--- src/hw/rtl/smbs_pkg.sv ---
// Shared types and constants for the SPI master byte shifter.
// No dependencies; every other file of the block imports this package.
package smbs_pkg;

   // Default word length of one transfer
   localparam int BITS_PER_WORD_DEFAULT = 8;

   // Width of the external byte fields and the divider
   localparam int BYTE_WIDTH = 8;

   // Configuration register indexes
   localparam int CSR_INDEX_WIDTH = 2;
   typedef enum logic [CSR_INDEX_WIDTH-1:0] {
      CSR_CLOCK_POLARITY    = 2'd0,
      CSR_CLOCK_PHASE       = 2'd1,
      CSR_LSB_FIRST         = 2'd2,
      CSR_HALF_PERIOD_TICKS = 2'd3
   } csr_index_type;

   // Item kinds on the request channel
   localparam logic REQ_TICK  = 1'b0;
   localparam logic REQ_START = 1'b1;

   // Reset value of the half period register
   localparam logic [BYTE_WIDTH-1:0] HALF_PERIOD_RESET = 8'd1;

   // Configuration as seen by the shifter core
   typedef struct packed {
      logic                  clock_polarity;
      logic                  clock_phase;
      logic                  lsb_first;
      logic [BYTE_WIDTH-1:0] half_period_ticks;
   } cfg_type;

   // One request item
   typedef struct packed {
      logic                  req_type;
      logic [BYTE_WIDTH-1:0] tx_byte;
      logic                  miso_in;
   } item_type;

   // One result item
   typedef struct packed {
      logic                  sck_out;
      logic                  mosi_out;
      logic                  select_n;
      logic [BYTE_WIDTH-1:0] rx_byte;
      logic                  done_res;
      logic                  busy_res;
   } result_type;

endpackage

--- src/hw/rtl/smbs_csr.sv ---
// Configuration registers of the SPI master byte shifter.
// Depends on smbs_pkg for the register index codes and the cfg_type struct.
module smbs_csr (
   input  logic                                    clock,
   input  logic                                    reset,
   input  logic                                    csr_write_enable,
   input  logic [smbs_pkg::CSR_INDEX_WIDTH-1:0]    csr_index,
   input  logic [smbs_pkg::BYTE_WIDTH-1:0]         csr_write_data,
   output smbs_pkg::cfg_type                       cfg
);
   import smbs_pkg::*;

   cfg_type cfg_ff;
   cfg_type cfg_in;

   // Decode a write into the addressed register
   always_comb begin
      cfg_in = cfg_ff;
      if (csr_write_enable) begin
         unique case (csr_index_type'(csr_index))
            CSR_CLOCK_POLARITY:    cfg_in.clock_polarity    = csr_write_data[0];
            CSR_CLOCK_PHASE:       cfg_in.clock_phase       = csr_write_data[0];
            CSR_LSB_FIRST:         cfg_in.lsb_first         = csr_write_data[0];
            CSR_HALF_PERIOD_TICKS: cfg_in.half_period_ticks = csr_write_data;
            default:               cfg_in = cfg_ff;
         endcase
      end
   end

   always_ff @(posedge clock) begin
      if (reset) begin
         cfg_ff.clock_polarity    <= 1'b0;
         cfg_ff.clock_phase       <= 1'b0;
         cfg_ff.lsb_first         <= 1'b0;
         cfg_ff.half_period_ticks <= HALF_PERIOD_RESET;
      end else begin
         cfg_ff <= cfg_in;
      end
   end

   assign cfg = cfg_ff;

endmodule

--- src/hw/rtl/smbs_core.sv ---
// Transfer state and per-item update logic of the SPI master byte shifter.
// Depends on smbs_pkg for the item, result and configuration structs.
module smbs_core #(
   parameter int BITS_PER_WORD = smbs_pkg::BITS_PER_WORD_DEFAULT
) (
   input  logic                  clock,
   input  logic                  reset,
   input  logic                  step_en,
   input  smbs_pkg::item_type    item,
   input  smbs_pkg::cfg_type     cfg,
   output smbs_pkg::result_type  result
);
   import smbs_pkg::*;

   localparam int COUNT_WIDTH = $clog2(BITS_PER_WORD + 1);
   localparam logic [COUNT_WIDTH-1:0] BITS_FULL = COUNT_WIDTH'(BITS_PER_WORD);

   logic [BITS_PER_WORD-1:0] tx_shift_ff, tx_shift_in;
   logic [BITS_PER_WORD-1:0] rx_shift_ff, rx_shift_in;
   logic [COUNT_WIDTH-1:0]   bits_left_ff, bits_left_in;
   logic                     half_phase_ff, half_phase_in;
   logic [BYTE_WIDTH-1:0]    divider_count_ff, divider_count_in;
   logic                     active_ff, active_in;
   logic                     clock_level_ff, clock_level_in;

   logic [BYTE_WIDTH-1:0]    half_period;
   logic [BYTE_WIDTH-1:0]    divider_next;
   logic [BITS_PER_WORD-1:0] tx_word;
   logic [BYTE_WIDTH-1:0]    rx_low;
   logic                     done;
   logic                     sample;

   // Fit the transmit byte into the word and the word into the receive byte
   always_comb begin
      for (int i = 0; i < BITS_PER_WORD; i++) begin
         tx_word[i] = (i < BYTE_WIDTH) ? item.tx_byte[i % BYTE_WIDTH] : 1'b0;
      end
      for (int i = 0; i < BYTE_WIDTH; i++) begin
         rx_low[i] = (i < BITS_PER_WORD) ? rx_shift_in[i % BITS_PER_WORD] : 1'b0;
      end
   end

   // Advance the transfer by one item
   always_comb begin
      tx_shift_in      = tx_shift_ff;
      rx_shift_in      = rx_shift_ff;
      bits_left_in     = bits_left_ff;
      half_phase_in    = half_phase_ff;
      divider_count_in = divider_count_ff;
      active_in        = active_ff;
      clock_level_in   = clock_level_ff;
      done             = 1'b0;
      sample           = 1'b0;
      half_period      = (cfg.half_period_ticks == '0) ? HALF_PERIOD_RESET
                                                       : cfg.half_period_ticks;
      divider_next     = divider_count_ff + 8'd1;

      if (step_en) begin
         if (item.req_type == REQ_START) begin
            // Load a new word unless a transfer is running
            if (!active_ff) begin
               tx_shift_in      = tx_word;
               rx_shift_in      = '0;
               bits_left_in     = BITS_FULL;
               half_phase_in    = 1'b0;
               divider_count_in = '0;
               active_in        = 1'b1;
               clock_level_in   = cfg.clock_polarity;
            end
         end else if (active_ff) begin
            divider_count_in = divider_next;
            if (divider_next >= half_period) begin
               divider_count_in = '0;
               clock_level_in   = ~clock_level_ff;
               if (!half_phase_ff) begin
                  // Leading edge
                  half_phase_in = 1'b1;
                  if (!cfg.clock_phase) begin
                     sample = 1'b1;
                  end else if (bits_left_ff != BITS_FULL) begin
                     tx_shift_in = cfg.lsb_first ? (tx_shift_ff >> 1) : (tx_shift_ff << 1);
                  end
               end else begin
                  // Trailing edge
                  half_phase_in = 1'b0;
                  if (cfg.clock_phase) begin
                     sample = 1'b1;
                  end else if (bits_left_ff > COUNT_WIDTH'(1)) begin
                     tx_shift_in = cfg.lsb_first ? (tx_shift_ff >> 1) : (tx_shift_ff << 1);
                  end
                  if (bits_left_ff != '0) begin
                     bits_left_in = bits_left_ff - COUNT_WIDTH'(1);
                  end
                  if (bits_left_in == '0) begin
                     active_in      = 1'b0;
                     done           = 1'b1;
                     clock_level_in = cfg.clock_polarity;
                  end
               end
               // Shift the slave line into the receive word
               if (sample) begin
                  rx_shift_in = cfg.lsb_first
                     ? {item.miso_in, rx_shift_ff[BITS_PER_WORD-1:1]}
                     : {rx_shift_ff[BITS_PER_WORD-2:0], item.miso_in};
               end
            end
         end
      end
   end

   // Drive the line levels from the updated state
   always_comb begin
      if (active_in) begin
         result.sck_out  = clock_level_in;
         result.mosi_out = cfg.lsb_first ? tx_shift_in[0] : tx_shift_in[BITS_PER_WORD-1];
         result.select_n = 1'b0;
         result.busy_res = 1'b1;
      end else begin
         result.sck_out  = cfg.clock_polarity;
         result.mosi_out = 1'b0;
         result.select_n = 1'b1;
         result.busy_res = 1'b0;
      end
      result.rx_byte  = done ? rx_low : '0;
      result.done_res = done;
   end

   always_ff @(posedge clock) begin
      if (reset) begin
         tx_shift_ff      <= '0;
         rx_shift_ff      <= '0;
         bits_left_ff     <= '0;
         half_phase_ff    <= 1'b0;
         divider_count_ff <= '0;
         active_ff        <= 1'b0;
         clock_level_ff   <= 1'b0;
      end else begin
         tx_shift_ff      <= tx_shift_in;
         rx_shift_ff      <= rx_shift_in;
         bits_left_ff     <= bits_left_in;
         half_phase_ff    <= half_phase_in;
         divider_count_ff <= divider_count_in;
         active_ff        <= active_in;
         clock_level_ff   <= clock_level_in;
      end
   end

   // A running transfer always has bits left to move
   assert property (@(posedge clock) disable iff (reset)
      active_ff |-> (bits_left_ff != '0 && bits_left_ff <= BITS_FULL))
      else $error("active transfer with bad bit count");

   // An idle shifter keeps its divider cleared
   assert property (@(posedge clock) disable iff (reset)
      !active_ff |-> (divider_count_ff == '0))
      else $error("divider not cleared while idle");

   // Done only on the trailing edge of the last bit
   assert property (@(posedge clock) disable iff (reset)
      (step_en && result.done_res) |-> (active_ff && half_phase_ff && !active_in))
      else $error("done outside a trailing edge");

endmodule

--- src/hw/rtl/smbs_out_reg.sv ---
// Result register of the SPI master byte shifter: holds one result item
// until the consumer takes it. Depends on smbs_pkg for result_type.
module smbs_out_reg (
   input  logic                  clock,
   input  logic                  reset,
   input  logic                  load,
   input  smbs_pkg::result_type  result,
   output logic                  free,
   output logic                  rsp_valid,
   input  logic                  rsp_ready,
   output smbs_pkg::result_type  rsp_data
);
   import smbs_pkg::*;

   logic       valid_ff, valid_in;
   result_type data_ff, data_in;

   // Take a new result when empty or when the held one leaves this cycle
   assign free = !valid_ff || rsp_ready;

   always_comb begin
      valid_in = valid_ff;
      data_in  = data_ff;
      if (load) begin
         valid_in = 1'b1;
         data_in  = result;
      end else if (rsp_ready) begin
         valid_in = 1'b0;
      end
   end

   always_ff @(posedge clock) begin
      if (reset) begin
         valid_ff <= 1'b0;
      end else begin
         valid_ff <= valid_in;
      end
   end

   always_ff @(posedge clock) begin
      data_ff <= data_in;
   end

   assign rsp_valid = valid_ff;
   assign rsp_data  = data_ff;

endmodule

--- src/hw/rtl/spi_master_byte_shifter.sv ---
// SPI master byte shifter. Each request item is a start (loads the word, drops
// select) or a tick of time carrying the sampled MISO level; every item gives
// exactly one result with SCK, MOSI, select, busy, and on the item that ends the
// last bit the received byte with done set. One item is taken every cycle while
// the result register has room; a result leaves through an input register and a
// result register with the whole update between them. SCK toggles every
// half_period_ticks tick items (zero acts as one). A start while busy is ignored.
// Depends on smbs_pkg, smbs_csr, smbs_core and smbs_out_reg.
module spi_master_byte_shifter #(
   parameter int BITS_PER_WORD = smbs_pkg::BITS_PER_WORD_DEFAULT
) (
   input  logic                                 clock,
   input  logic                                 reset,
   input  logic                                 csr_write_enable,
   input  logic [smbs_pkg::CSR_INDEX_WIDTH-1:0] csr_index,
   input  logic [smbs_pkg::BYTE_WIDTH-1:0]      csr_write_data,
   input  logic                                 req_valid,
   output logic                                 req_ready,
   input  logic                                 req_type,
   input  logic [smbs_pkg::BYTE_WIDTH-1:0]      req_tx_byte,
   input  logic                                 req_miso_in,
   output logic                                 rsp_valid,
   input  logic                                 rsp_ready,
   output logic                                 rsp_sck_out,
   output logic                                 rsp_mosi_out,
   output logic                                 rsp_select_n,
   output logic [smbs_pkg::BYTE_WIDTH-1:0]      rsp_rx_byte,
   output logic                                 rsp_done_res,
   output logic                                 rsp_busy_res
);
   import smbs_pkg::*;

   cfg_type    cfg;
   item_type   item_ff, item_in;
   logic       in_valid_ff, in_valid_in;
   logic       out_free;
   logic       advance;
   result_type result;
   result_type rsp_data;

   smbs_csr u_csr (
      .clock            (clock),
      .reset            (reset),
      .csr_write_enable (csr_write_enable),
      .csr_index        (csr_index),
      .csr_write_data   (csr_write_data),
      .cfg              (cfg)
   );

   // Move the held item into the core when the result register has room
   assign advance   = in_valid_ff && out_free;
   assign req_ready = !in_valid_ff || advance;

   always_comb begin
      in_valid_in = in_valid_ff;
      item_in     = item_ff;
      if (req_valid && req_ready) begin
         in_valid_in      = 1'b1;
         item_in.req_type = req_type;
         item_in.tx_byte  = req_tx_byte;
         item_in.miso_in  = req_miso_in;
      end else if (advance) begin
         in_valid_in = 1'b0;
      end
   end

   always_ff @(posedge clock) begin
      if (reset) begin
         in_valid_ff <= 1'b0;
      end else begin
         in_valid_ff <= in_valid_in;
      end
   end

   always_ff @(posedge clock) begin
      item_ff <= item_in;
   end

   smbs_core #(
      .BITS_PER_WORD (BITS_PER_WORD)
   ) u_core (
      .clock   (clock),
      .reset   (reset),
      .step_en (advance),
      .item    (item_ff),
      .cfg     (cfg),
      .result  (result)
   );

   smbs_out_reg u_out_reg (
      .clock     (clock),
      .reset     (reset),
      .load      (advance),
      .result    (result),
      .free      (out_free),
      .rsp_valid (rsp_valid),
      .rsp_ready (rsp_ready),
      .rsp_data  (rsp_data)
   );

   assign rsp_sck_out  = rsp_data.sck_out;
   assign rsp_mosi_out = rsp_data.mosi_out;
   assign rsp_select_n = rsp_data.select_n;
   assign rsp_rx_byte  = rsp_data.rx_byte;
   assign rsp_done_res = rsp_data.done_res;
   assign rsp_busy_res = rsp_data.busy_res;

   // Select is low exactly while busy
   assert property (@(posedge clock) disable iff (reset)
      rsp_valid |-> (rsp_select_n == !rsp_busy_res))
      else $error("select and busy disagree");

   // A done item closes the transfer
   assert property (@(posedge clock) disable iff (reset)
      (rsp_valid && rsp_done_res) |-> (!rsp_busy_res && rsp_select_n && !rsp_mosi_out))
      else $error("done item with transfer still open");

   // Outside a transfer the data line rests low and no byte is shown
   assert property (@(posedge clock) disable iff (reset)
      (rsp_valid && !rsp_busy_res && !rsp_done_res) |-> (!rsp_mosi_out && rsp_rx_byte == '0))
      else $error("idle result drives data");

endmodule

--- config.mk ---
export PLATFORM = sky130hd
export DESIGN_NAME = spi_master_byte_shifter
export DESIGN_NICKNAME = d
export VERILOG_FILES = /design/src/hw/rtl/smbs_pkg.sv /design/src/hw/rtl/smbs_csr.sv /design/src/hw/rtl/smbs_core.sv /design/src/hw/rtl/smbs_out_reg.sv /design/src/hw/rtl/spi_master_byte_shifter.sv
export SDC_FILE = /design/constraint.sdc
export NUM_CORES = 1
export LEC_CHECK = 0
export BUFFER_PORTS_ARGS = -buffer_cell sky130_fd_sc_hd__clkbuf_2
export CAP_MARGIN = 25
export CORE_ASPECT_RATIO = 1.2
export CORE_UTILIZATION = 60
export CTS_CLUSTER_DIAMETER = 200
export CTS_CLUSTER_SIZE = 16
export DETAILED_ROUTE_END_ITERATION = 8
export GPL_TIMING_DRIVEN = 0
export PLACE_DENSITY = 0.82
export SETUP_SLACK_MARGIN = 0.5
export SYNTH_ARGS = -nofsm -noshare
export SYNTH_HDL_FRONTEND = slang
export SYNTH_SLANG_ARGS = --single-unit
--- constraint.sdc ---
create_clock -name clock -period 4.9 [get_ports clock]
set_input_delay 0.98 -clock clock [delete_from_list [all_inputs] [get_ports clock]]
set_output_delay 0.98 -clock clock [all_outputs]
set_load 0.05 [all_outputs]
==> impl_metrics.py, run 1 <==
metrics = {
    "setup_path": {
        "critical_path.top_delay_family": "compound AO/OA/AOI/OAI gates",
        "crit_slowest_cell": "dfxtp_1",
        "ff2ff_setup_slack_ps": 1350,
        "crit_fanout": 4,
        "max_stage_delay_ps": 410,
        "cp-end-kind": "flip-flop",
        "reg2regPathDepth": 12,
        "crit_type": "flip-flop to flip-flop",
        "crit_chain": "and3_1 -> and3_1 -> nand3_1 -> xnor2_1 -> ha_1 -> and3_1 -> a221oi_2 -> o31a_1 -> a32oi_1 -> a311oi_1 -> nor3_1 -> a311oi_1",
        "cp-start-kind": "flip-flop",
        "crit_buf_inv": 0,
        "crit_arrival_ps": 3690,
        "r2r_start": "u_core.divider_count_ff[0]",
        "path_common_cell": "and3_1",
        "required_ps": 5040,
        "r2r-end": "u_out_reg.rsp_data[11]",
    },
    "sta": {
        "finalSetupViolCount": 0,
        "slew-limit-headroom_pct": 54.2,
        "fmax_ghz": 0.281,
        "drv_slew": 0,
        "hold_viol": 0,
        "final.min_clock_period_ps": 3550,
        "grt_setup_unrepaired": "false",
        "skew_ps": 11.5,
        "min_period_over_period_pct": 72.5,
        "tns_ps": 0,
        "tightest_slew_ps": 684,
        "timing.hold.ws_ps": 457,
    },
    "clock_network": {
        "holdBufCountCts": 0,
        "htreeDepth": 3,
        "root_buffer": "clkbuf_8",
        "cts.repair.resized": 0,
        "cts_tree": "built",
        "cts_sinks": 67,
        "clkSlewWorstSetupHoldPaths_ps": 80,
        "clock_path_buffers": 2,
        "insertion_delay_ps": 350,
        "post_cts_buffers": 0,
        "cts_buffers": 9,
    },
    "die": {
        "ios": 40,
        "die_h_um": 83.7,
        "fp.dieW_um": 70.1,
        "fp.dieArea_um2": 5870,
        "rows": 29,
        "core_area_um2": 5330,
        "start_util_pct": 62.6,
    },
    "route": {
        "via_per_inst": 5.83,
        "wl_per_cell_um": 14.5,
        "wl_um": 6750,
        "num_vias": 2707,
        "ant_nets": 0,
        "drc": 0,
        "drtIter0Drc": 150,
        "drt_first_pass_iters": 5,
    },
    "logic_synthesis": {
        "synth-seq-cells": 67,
        "synth.distinct_cells": 59,
        "ys.flop_type": "dfxtp_1",
        "synthSimpleGateAreaFrac_pct": 19.2,
        "synth_fa_ha_area_share_pct": 4.50,
        "synth_compound_area_share_pct": 17.5,
        "synth_edf_count": 23,
        "netlist_area_um2": 3340,
        "yosysSeqAreaShare_pct": 47.1,
        "synth_xor_area_share_pct": 2.10,
        "ys_warn_count": 0,
        "yosys.area.top_type": "dfxtp_1",
        "synth_async_sr_flop_share_pct": 0,
        "synthesis.nets": 384,
        "synth_top_family_by_area": "simple AND/OR/NAND/NOR gates",
        "synth_top_area_share_pct": 26.4,
        "syn_inst": 347,
        "synthTopCellsByArea": "dfxtp_1 26%, edfxtp_1 21%, mux2i_1 5.7%, nor2_1 5.1%, ha_1 4.5%",
        "synth_mux_area_share_pct": 6.37,
        "syn_area_per_cell_um2": 9.62,
    },
    "pwr": {
        "leakage_nw": 1.41,
        "p_clk_share_pct": 39.8,
        "irDropWorstVdd_mv": 0.281,
        "power_density_nw_per_um2": 315,
        "comb_power_share_pct": 10.1,
        "switching_share_pct": 27.2,
        "p_sw_mw": 0.327,
        "p_int_mw": 0.876,
        "pwr-share-seq_pct": 50.1,
    },
    "global_route": {
        "gr-total-overflow": 0,
        "grt_max_degree": 22,
        "first_global_vias": 2401,
        "grt_use_total_pct": 23.9,
        "grt_pass1_wl_um": 11000,
        "antenna_found_initial": 0,
    },
    "final_layout": {
        "areaGrowthSynthToFinish_pct": 14.4,
        "antenna_cells": 0,
        "final_nets": 434,
        "most-common-layout-cells": "45 x nor2_1, 44 x dfxtp_1, 39 x clkbuf_2",
        "finish.utilization_pct": 71.6,
        "final_common_cell": "nor2_1",
        "drive_gt1_share_pct": 17.4,
    },
    "min_path": {
        "worstHoldEndpoint": "u_csr.cfg[2]",
        "min_path_cells": 2,
        "hp-class": "flip-flop to flip-flop",
        "holdCritStartpoint": "u_csr.cfg[2]",
    },
    "placed_design": {
        "dp_hpwl_um": 4680,
        "portBuffers": 39,
        "gp_congestion": 0.896,
    },
    "job": {
        "maxCapViolCount": 0,
    },
    "status": {
        "status": "finished, final reports clean",
    },
}
-- synthesized netlist by cell type, types with 2 or more instances --
| cell type | n |
|---|---|
| nor3_1 | 10 |
| nor3b_1 | 2 |
| nand3b_1 | 7 |
| or3_1 | 2 |
| a21oi_1 | 13 |
| o21ai_0 | 2 |
| nand2b_1 | 4 |
| clkbuf_1 | 8 |
| xor2_1 | 6 |
| and3_1 | 5 |
| xnor2_1 | 2 |
| buf_2 | 2 |
| a311oi_1 | 2 |
| inv_1 | 13 |
| nor2_1 | 45 |
| o21a_1 | 3 |
| nor4_1 | 2 |
| a31oi_1 | 3 |
| nand3_1 | 12 |
| o31a_1 | 3 |
| buf_1 | 4 |
| nand2_1 | 36 |
| edfxtp_1 | 23 |
| mux2i_1 | 19 |
| nor2b_1 | 2 |
| o2bb2ai_1 | 8 |
| o21ai_1 | 12 |
| a22oi_1 | 7 |
| dfxtp_1 | 44 |
| a211oi_1 | 6 |
| ha_1 | 12 |
-- power groups by stage --
stage	registers [mW]	logic [mW]	clock network, mW
global route	0.604	0.132	0.511
global placement	0.614	0.118	0
detailed placement	0.615	0.119	0
CTS	0.602	0.121	0.485
floorplan	0.629	0.0698	0
finish	0.603	0.121	0.479
-- worst register-to-register path, stage by stage (launching register included) --
cell and delay [ps]:
dfxtp_1 410, and3_1 210, and3_1 250, nand3_1 110
xnor2_1 220, ha_1 300, and3_1 230, a221oi_2 380
o31a_1 310, a32oi_1 110, a311oi_1 350, nor3_1 100
a311oi_1 370
-- how the worst max path moves through the flow --
stage	startpoint	end	cells past startpoint
global route	u_core.divider_count_ff[0]	u_out_reg.rsp_data[11]	12
finish	u_core.divider_count_ff[0]	u_out_reg.rsp_data[11]	12
global placement	u_core.divider_count_ff[0]	u_out_reg.rsp_data[11]	12
floorplan	u_core.divider_count_ff[0]	u_out_reg.rsp_data[11]	12
detailed placement	u_core.divider_count_ff[0]	u_out_reg.rsp_data[11]	12
CTS	u_core.divider_count_ff[0]	u_out_reg.rsp_data[11]	12
-- logic make-up (layout without fill, tap and decap cells) --
group           count (synthesis)  after routing
buf+inv                        28             83
mux                            21             21
compound gates                 77             77
xor+xnor                        8              8
simple gates                  134            134
flops                          67             67
fa+ha+maj                      12             12
-- per-stage QoR --
stage / instances / total power, mW / setup WS (ps) / area (um^2)
after floorplan: 347 / 0.699 / 1920 / 3340
after global placement: 448 / 0.732 / 1540 / 3610
after detailed placement: 448 / 0.735 / 1510 / 3610
after CTS: 464 / 1.21 / 1440 / 3820
after global routing: 464 / 1.25 / 1130 / 3820
final: 464 / 1.20 / 1350 / 3820
-- registers in the layout (all words and copies together), names as in the netlist --
| name | cells |
|---|---|
| u_csr.cfg | 11 |
| u_core.active_ff | 1 |
| u_core.divider_count_ff | 8 |
| u_core.half_phase_ff | 1 |
| u_core.tx_shift_ff | 8 |
| u_out_reg.rsp_data | 13 |
| u_out_reg.rsp_valid | 1 |
| item_ff | 10 |
| u_core.clock_level_ff | 1 |
| in_valid_ff | 1 |
| u_core.bits_left_ff | 4 |
| u_core.rx_shift_ff | 8 |
-- layout make-up --
type | instances | area [um^2]
plain buffers | 14 | 55.1
clock buffers | 9 | 124
clock inverters | 7 | 83.8
fillers | 403 | 1520
inverters | 14 | 52.6
multi-input cells | 252 | 1660
flip-flops and latches | 67 | 1570
well taps | 62 | 77.6
repair buffers | 39 | 195
-- per-layer routing --
layer,share of wire [%],wire (um),global-route usage [%],vias up
met2,48,3230,39.2,85
met1,45,3040,30.5,1252
met3,5.5,374,5.92,16
met4,1.6,106,8.73,0
li1,-,-,-,1354
met5,0,0,0,-
No activity file was read; power rests on OpenSTA's default activity.
==> run 2, diff against run 1 <==
Settings changed: CORE_UTILIZATION 60 to 52, PLACE_DENSITY 0.82 to 0.75.
Clock period 4.9 ns to 3.1 ns, I/O delays scaled along.
==> impl_metrics.py, run 2 (same netlist as run 1, synthesis figures left out) <==
metrics = {
    "global_route": {
        "gr-total-overflow": 0,
        "grt_max_degree": 22,
        "use_met3_pct": 4.71,
        "grt_pass1_wl_um": 13100,
        "grt_use_total_pct": 25.2,
        "first_global_vias": 2818,
        "groute.layer.met1.usage_pct": 32.0,
        "top_usage_layer": "met2",
        "use_met2_pct": 40.7,
        "antenna_found_initial": 0,
    },
    "route": {
        "via_per_inst": 5.78,
        "num_vias": 2994,
        "drc": 0,
        "ant_nets": 0,
        "wl_um": 8380,
        "wl_per_cell_um": 16.2,
        "drtIter0Drc": 192,
        "drt_first_pass_iters": 4,
    },
    "sta": {
        "hold_viol": 0,
        "fmax_ghz": 0.332,
        "skew_ps": 8.93,
        "finalSetupViolCount": 0,
        "grt_setup_unrepaired": "true",
        "timing.hold.ws_ps": 437,
        "slew-limit-headroom_pct": 48.5,
        "tightest_slew_ps": 772,
        "timing.final.ws_setup_ps": 83.4,
        "final.min_clock_period_ps": 3020,
        "min_period_over_period_pct": 97.3,
        "drv_slew": 0,
    },
    "placed_design": {
        "dp.cells": 468,
        "placed_area_um2": 3750,
        "dp_hpwl_um": 5010,
        "gp_congestion": 0.817,
        "portBuffers": 39,
        "dp_slack_ps": -202,
    },
    "clock_network": {
        "htreeDepth": 3,
        "clock_path_buffers": 2,
        "cts_tree": "built",
        "root_buffer": "clkbuf_8",
        "holdBufCountCts": 0,
        "clkSlewWorstSetupHoldPaths_ps": 80,
        "cts_sinks": 67,
        "cts_buffers": 9,
        "insertion_delay_ps": 350,
    },
    "die": {
        "die_h_um": 89.8,
        "fp.dieArea_um2": 6740,
        "start_util_pct": 54.5,
        "fp.dieW_um": 75.1,
        "rows": 31,
        "core_area_um2": 6130,
        "ios": 40,
    },
    "setup_path": {
        "cp-start-kind": "flip-flop",
        "reg2regPathDepth": 12,
        "crit_arrival_ps": 3160,
        "required_ps": 3250,
        "ff2ff_setup_slack_ps": 80,
        "r2r_start": "u_core.divider_count_ff[0]",
        "crit_type": "flip-flop to flip-flop",
        "startpoint": "u_core.divider_count_ff[0]",
        "endpoint": "u_out_reg.rsp_data[11]",
        "cp-end-kind": "flip-flop",
        "r2r-end": "u_out_reg.rsp_data[11]",
        "crit_fanout": 3,
    },
    "pwr": {
        "p_sw_mw": 0.528,
        "pwr-share-seq_pct": 43.4,
        "switching_share_pct": 24.0,
        "comb_power_share_pct": 12.7,
        "p_int_mw": 1.67,
        "power_density_nw_per_um2": 481,
        "irDropWorstVdd_mv": 0.351,
        "leakage_nw": 1.73,
        "p_clk_share_pct": 43.9,
    },
    "final_layout": {
        "drive_gt1_share_pct": 35.8,
        "instances_no_fill": 518,
        "most-common-layout-cells": "41 x dfxtp_1, 40 x nor2_1, 39 x clkbuf_2",
        "final_common_cell": "dfxtp_1",
        "multi_input_area_um2": 2000,
        "largest_register_ffs": 13,
        "fillers": 419,
        "design_area_um2": 4570,
        "final_nets": 468,
        "areaGrowthSynthToFinish_pct": 36.9,
        "seqCellArea_um2": 1580,
        "antenna_cells": 0,
    },
    "min_path": {
        "holdCritStartpoint": "req_tx_byte[5]",
        "hp-class": "input port to flip-flop",
    },
    "status": {
        "status": "finished, final reports clean",
    },
    "job": {
        "maxCapViolCount": 0,
    },
}
-- run 2: changes by cell type in the layout (fill, tap and decap cells not counted), sizes merged --
cell / previous run / this run
clkbuf: 56 / 57
clkinv: 1 / 2
bufinv: 1 / 4
buf: 6 / 40
inv: 18 / 14
clkinvlp: 1 / 0
-- run 2: repair_timing --
item,CTS,global route
gates resized for setup,38,22
endpoints found under the setup margin,43,44
cloned,0,0
setup buffers,25,8
pin swaps,27,23
-- run 2: cell type report --
type | count | share of cell area (%)
inverters | 14 | 1.15
repair buffers | 73 | 11.1
plain buffers | 14 | 1.48
flip-flops and latches | 67 | 34.5
clock inverters | 6 | 3.01
multi-input cells | 252 | 43.7
well taps | 82 | 2.25
clock buffers | 10 | 2.79
-- run 2: per-layer routing --
metal,part of all wire (%),vias up
met2,50,94
met1,42,1433
met3,4.2,33
met4,3.7,0
met5,0,-
li1,-,1434
-- run 2: power groups by stage --
stage / Combinational [mW] / Clock [mW] / Sequential [mW]
after floorplan: 0.118 / 0 / 0.996
after global placement: 0.195 / 0 / 0.972
after detailed placement: 0.198 / 0 / 0.973
after CTS: 0.245 / 0.967 / 0.954
after global routing: 0.296 / 1.00 / 0.958
final: 0.279 / 0.965 / 0.955
-- run 2: how the worst min path moves through the flow --
stage	depth (start not counted)	slack, ps	end
after global placement	2	450	u_csr.cfg[7]
after floorplan	2	440	u_csr.cfg[1]
after global routing	1	430	item_ff[5]
after detailed placement	2	450	u_csr.cfg[7]
final	1	440	item_ff[6]
after CTS	1	440	item_ff[5]
-- run 2: worst max-delay path, stage by stage (launching register included) --
cell and delay, ps:
dfxtp_2 350, ha_2 200, nand3_2 120, nor2_4 130
xor2_2 190, ha_1 280, and3_4 210, a221oi_4 280
o31a_1 230, a32oi_2 70, a311oi_2 310, nor3_2 100
a311oi_2 350
-- run 2: metrics by stage --
stage	TNS (ps)	power [mW]	util, %
CTS	0	2.17	71.8
finish	0	2.20	74.6
detailed placement	-591	1.17	61.1
global placement	-289	1.17	61.1
floorplan	0	1.11	-
global route	-134	2.26	74.6
==> run 3, diff against run 2 <==
Settings changed: REMOVE_ABC_BUFFERS set to 1.
==> impl_metrics.py, run 3 (same netlist as run 1, synthesis figures left out) <==
metrics = {
    "sta": {
        "tns_ps": 0,
        "timing.final.ws_setup_ps": 48.4,
        "final.min_clock_period_ps": 3050,
        "finalSetupViolCount": 0,
        "grt_setup_unrepaired": "true",
        "fmax_ghz": 0.328,
        "timing.hold.ws_ps": 432,
        "tightest_slew_ps": 1070,
        "drv_slew": 0,
        "hold_viol": 0,
        "skew_ps": 10.1,
        "slew-limit-headroom_pct": 28.6,
        "min_period_over_period_pct": 98.4,
    },
    "min_path": {
        "min_path_cells": 1,
        "holdCritStartpoint": "req_tx_byte[4]",
        "worstHoldEndpoint": "item_ff[5]",
        "hp-class": "input port to flip-flop",
    },
    "final_layout": {
        "drive_gt1_share_pct": 35.0,
        "most-common-layout-cells": "41 x nor2_1, 41 x dfxtp_1, 39 x clkbuf_2",
        "final_nets": 449,
        "areaGrowthSynthToFinish_pct": 30.6,
        "largest_register_ffs": 13,
        "antenna_cells": 0,
        "design_area_um2": 4360,
    },
    "die": {
        "fp.dieW_um": 75.1,
        "rows": 31,
        "core_area_um2": 6130,
        "start_util_pct": 54.5,
        "fp.dieArea_um2": 6740,
        "die_h_um": 89.8,
        "ios": 40,
    },
    "clock_network": {
        "clock_path_buffers": 2,
        "cts_buffers": 9,
        "cts_tree": "built",
        "htreeDepth": 3,
        "clkSlewWorstSetupHoldPaths_ps": 80,
        "root_buffer": "clkbuf_8",
        "insertion_delay_ps": 360,
        "cts_sinks": 67,
    },
    "setup_path": {
        "crit_fanout": 3,
        "cp-end-kind": "flip-flop",
        "reg2regPathDepth": 12,
        "ff2ff_setup_slack_ps": 50,
        "cp-start-kind": "flip-flop",
        "r2r-end": "u_out_reg.rsp_data[12]",
        "crit_arrival_ps": 3160,
        "r2r_start": "u_core.divider_count_ff[1]",
        "required_ps": 3210,
        "crit_type": "flip-flop to flip-flop",
    },
    "global_route": {
        "grt_pass1_wl_um": 12400,
        "grt_use_total_pct": 24.0,
        "antenna_found_initial": 0,
        "grt_max_degree": 40,
        "gr-total-overflow": 0,
        "first_global_vias": 2754,
    },
    "placed_design": {
        "portBuffers": 39,
        "gp_congestion": 0.839,
        "dp_slack_ps": -326,
        "dp_hpwl_um": 4410,
        "placed_area_um2": 3580,
    },
    "pwr": {
        "p_int_mw": 1.40,
        "switching_share_pct": 26.9,
        "power_density_nw_per_um2": 440,
        "leakage_nw": 1.61,
        "p_clk_share_pct": 37.5,
        "total_power_mw": 1.92,
        "irDropWorstVdd_mv": 0.458,
        "p_sw_mw": 0.515,
        "pwr-share-seq_pct": 50.3,
        "comb_power_share_pct": 12.2,
    },
    "route": {
        "num_vias": 2880,
        "via_per_inst": 5.77,
        "drc": 0,
        "ant_nets": 0,
        "wl_per_cell_um": 15.7,
        "drt_first_pass_iters": 5,
        "wl_um": 7850,
        "drtIter0Drc": 161,
    },
    "job": {
        "maxCapViolCount": 0,
    },
    "status": {
        "status": "finished, final reports clean",
    },
}
run 3: power groups by stage:
| stage | sequential (mW) | clock, mW | combinational [mW] |
|---|---|---|---|
| 6_report | 0.964 | 0.718 | 0.235 |
| 5_1_grt | 0.968 | 0.759 | 0.254 |
| 4_1_cts | 0.963 | 0.728 | 0.214 |
| 3_5_place_dp | 0.982 | 0 | 0.173 |
| 3_3_place_gp | 0.981 | 0 | 0.170 |
| 2_1_floorplan | 1.00 | 0 | 0.0949 |
run 3: layer usage:
layer / share of wire (%) / up-vias / track usage, % / routed length, um
li1: - / 1393 / - / -
met1: 41 / 1384 / 29.2 / 3220
met2: 52 / 86 / 38.5 / 4060
met3: 5.0 / 17 / 6.95 / 392
met4: 2.3 / 0 / 10.8 / 180
met5: 0 / - / 0 / 0
run 3: layout make-up:
type	count	area [um^2]
inverters	14	52.6
well taps	82	103
fillers	473	1770
repair buffers	68	444
multi-input cells	252	1990
clock buffers	10	128
clock inverters	6	66.3
flip-flops and latches	67	1580
run 3: metrics by stage:
stage          std cells  util [%]
2_1_floorplan        333         -
3_3_place_gp         454      58.4
3_5_place_dp         454      58.4
4_1_cts              491      68.2
5_1_grt              499      71.1
6_report             499      71.1
run 3: what timing repair did:
item                       in CTS  in global routing
setup endpoints to repair      44                 44
resized for setup              52                 19
hold buffers                    0                  0
buffers inserted               21                  7
pin swaps                      42                 15
run 3: worst max path at each step:
stage                               startpoint                endpoint  slack, ps  cells after the start
finish              u_core.divider_count_ff[1]  u_out_reg.rsp_data[12]         50                     12
global route        u_core.divider_count_ff[0]  u_out_reg.rsp_data[12]        -20                     12
CTS                 u_core.divider_count_ff[0]  u_out_reg.rsp_data[11]        150                     12
detailed placement  u_core.divider_count_ff[0]  u_out_reg.rsp_data[11]       -330                     12
global placement    u_core.divider_count_ff[0]  u_out_reg.rsp_data[11]       -280                     12
floorplan           u_core.divider_count_ff[0]  u_out_reg.rsp_data[11]        110                     12
run 3: critical path: stages, from the launching register on:
cell and delay (ps):
dfxtp_2 370, and3_4 190, and3_4 210, nand3_4 100, xnor2_4 180, ha_4 270, and3_4 220, nand2_4 70
o31a_1 310, buf_4 140, o31a_1 260, a21oi_4 170, mux2_4 310
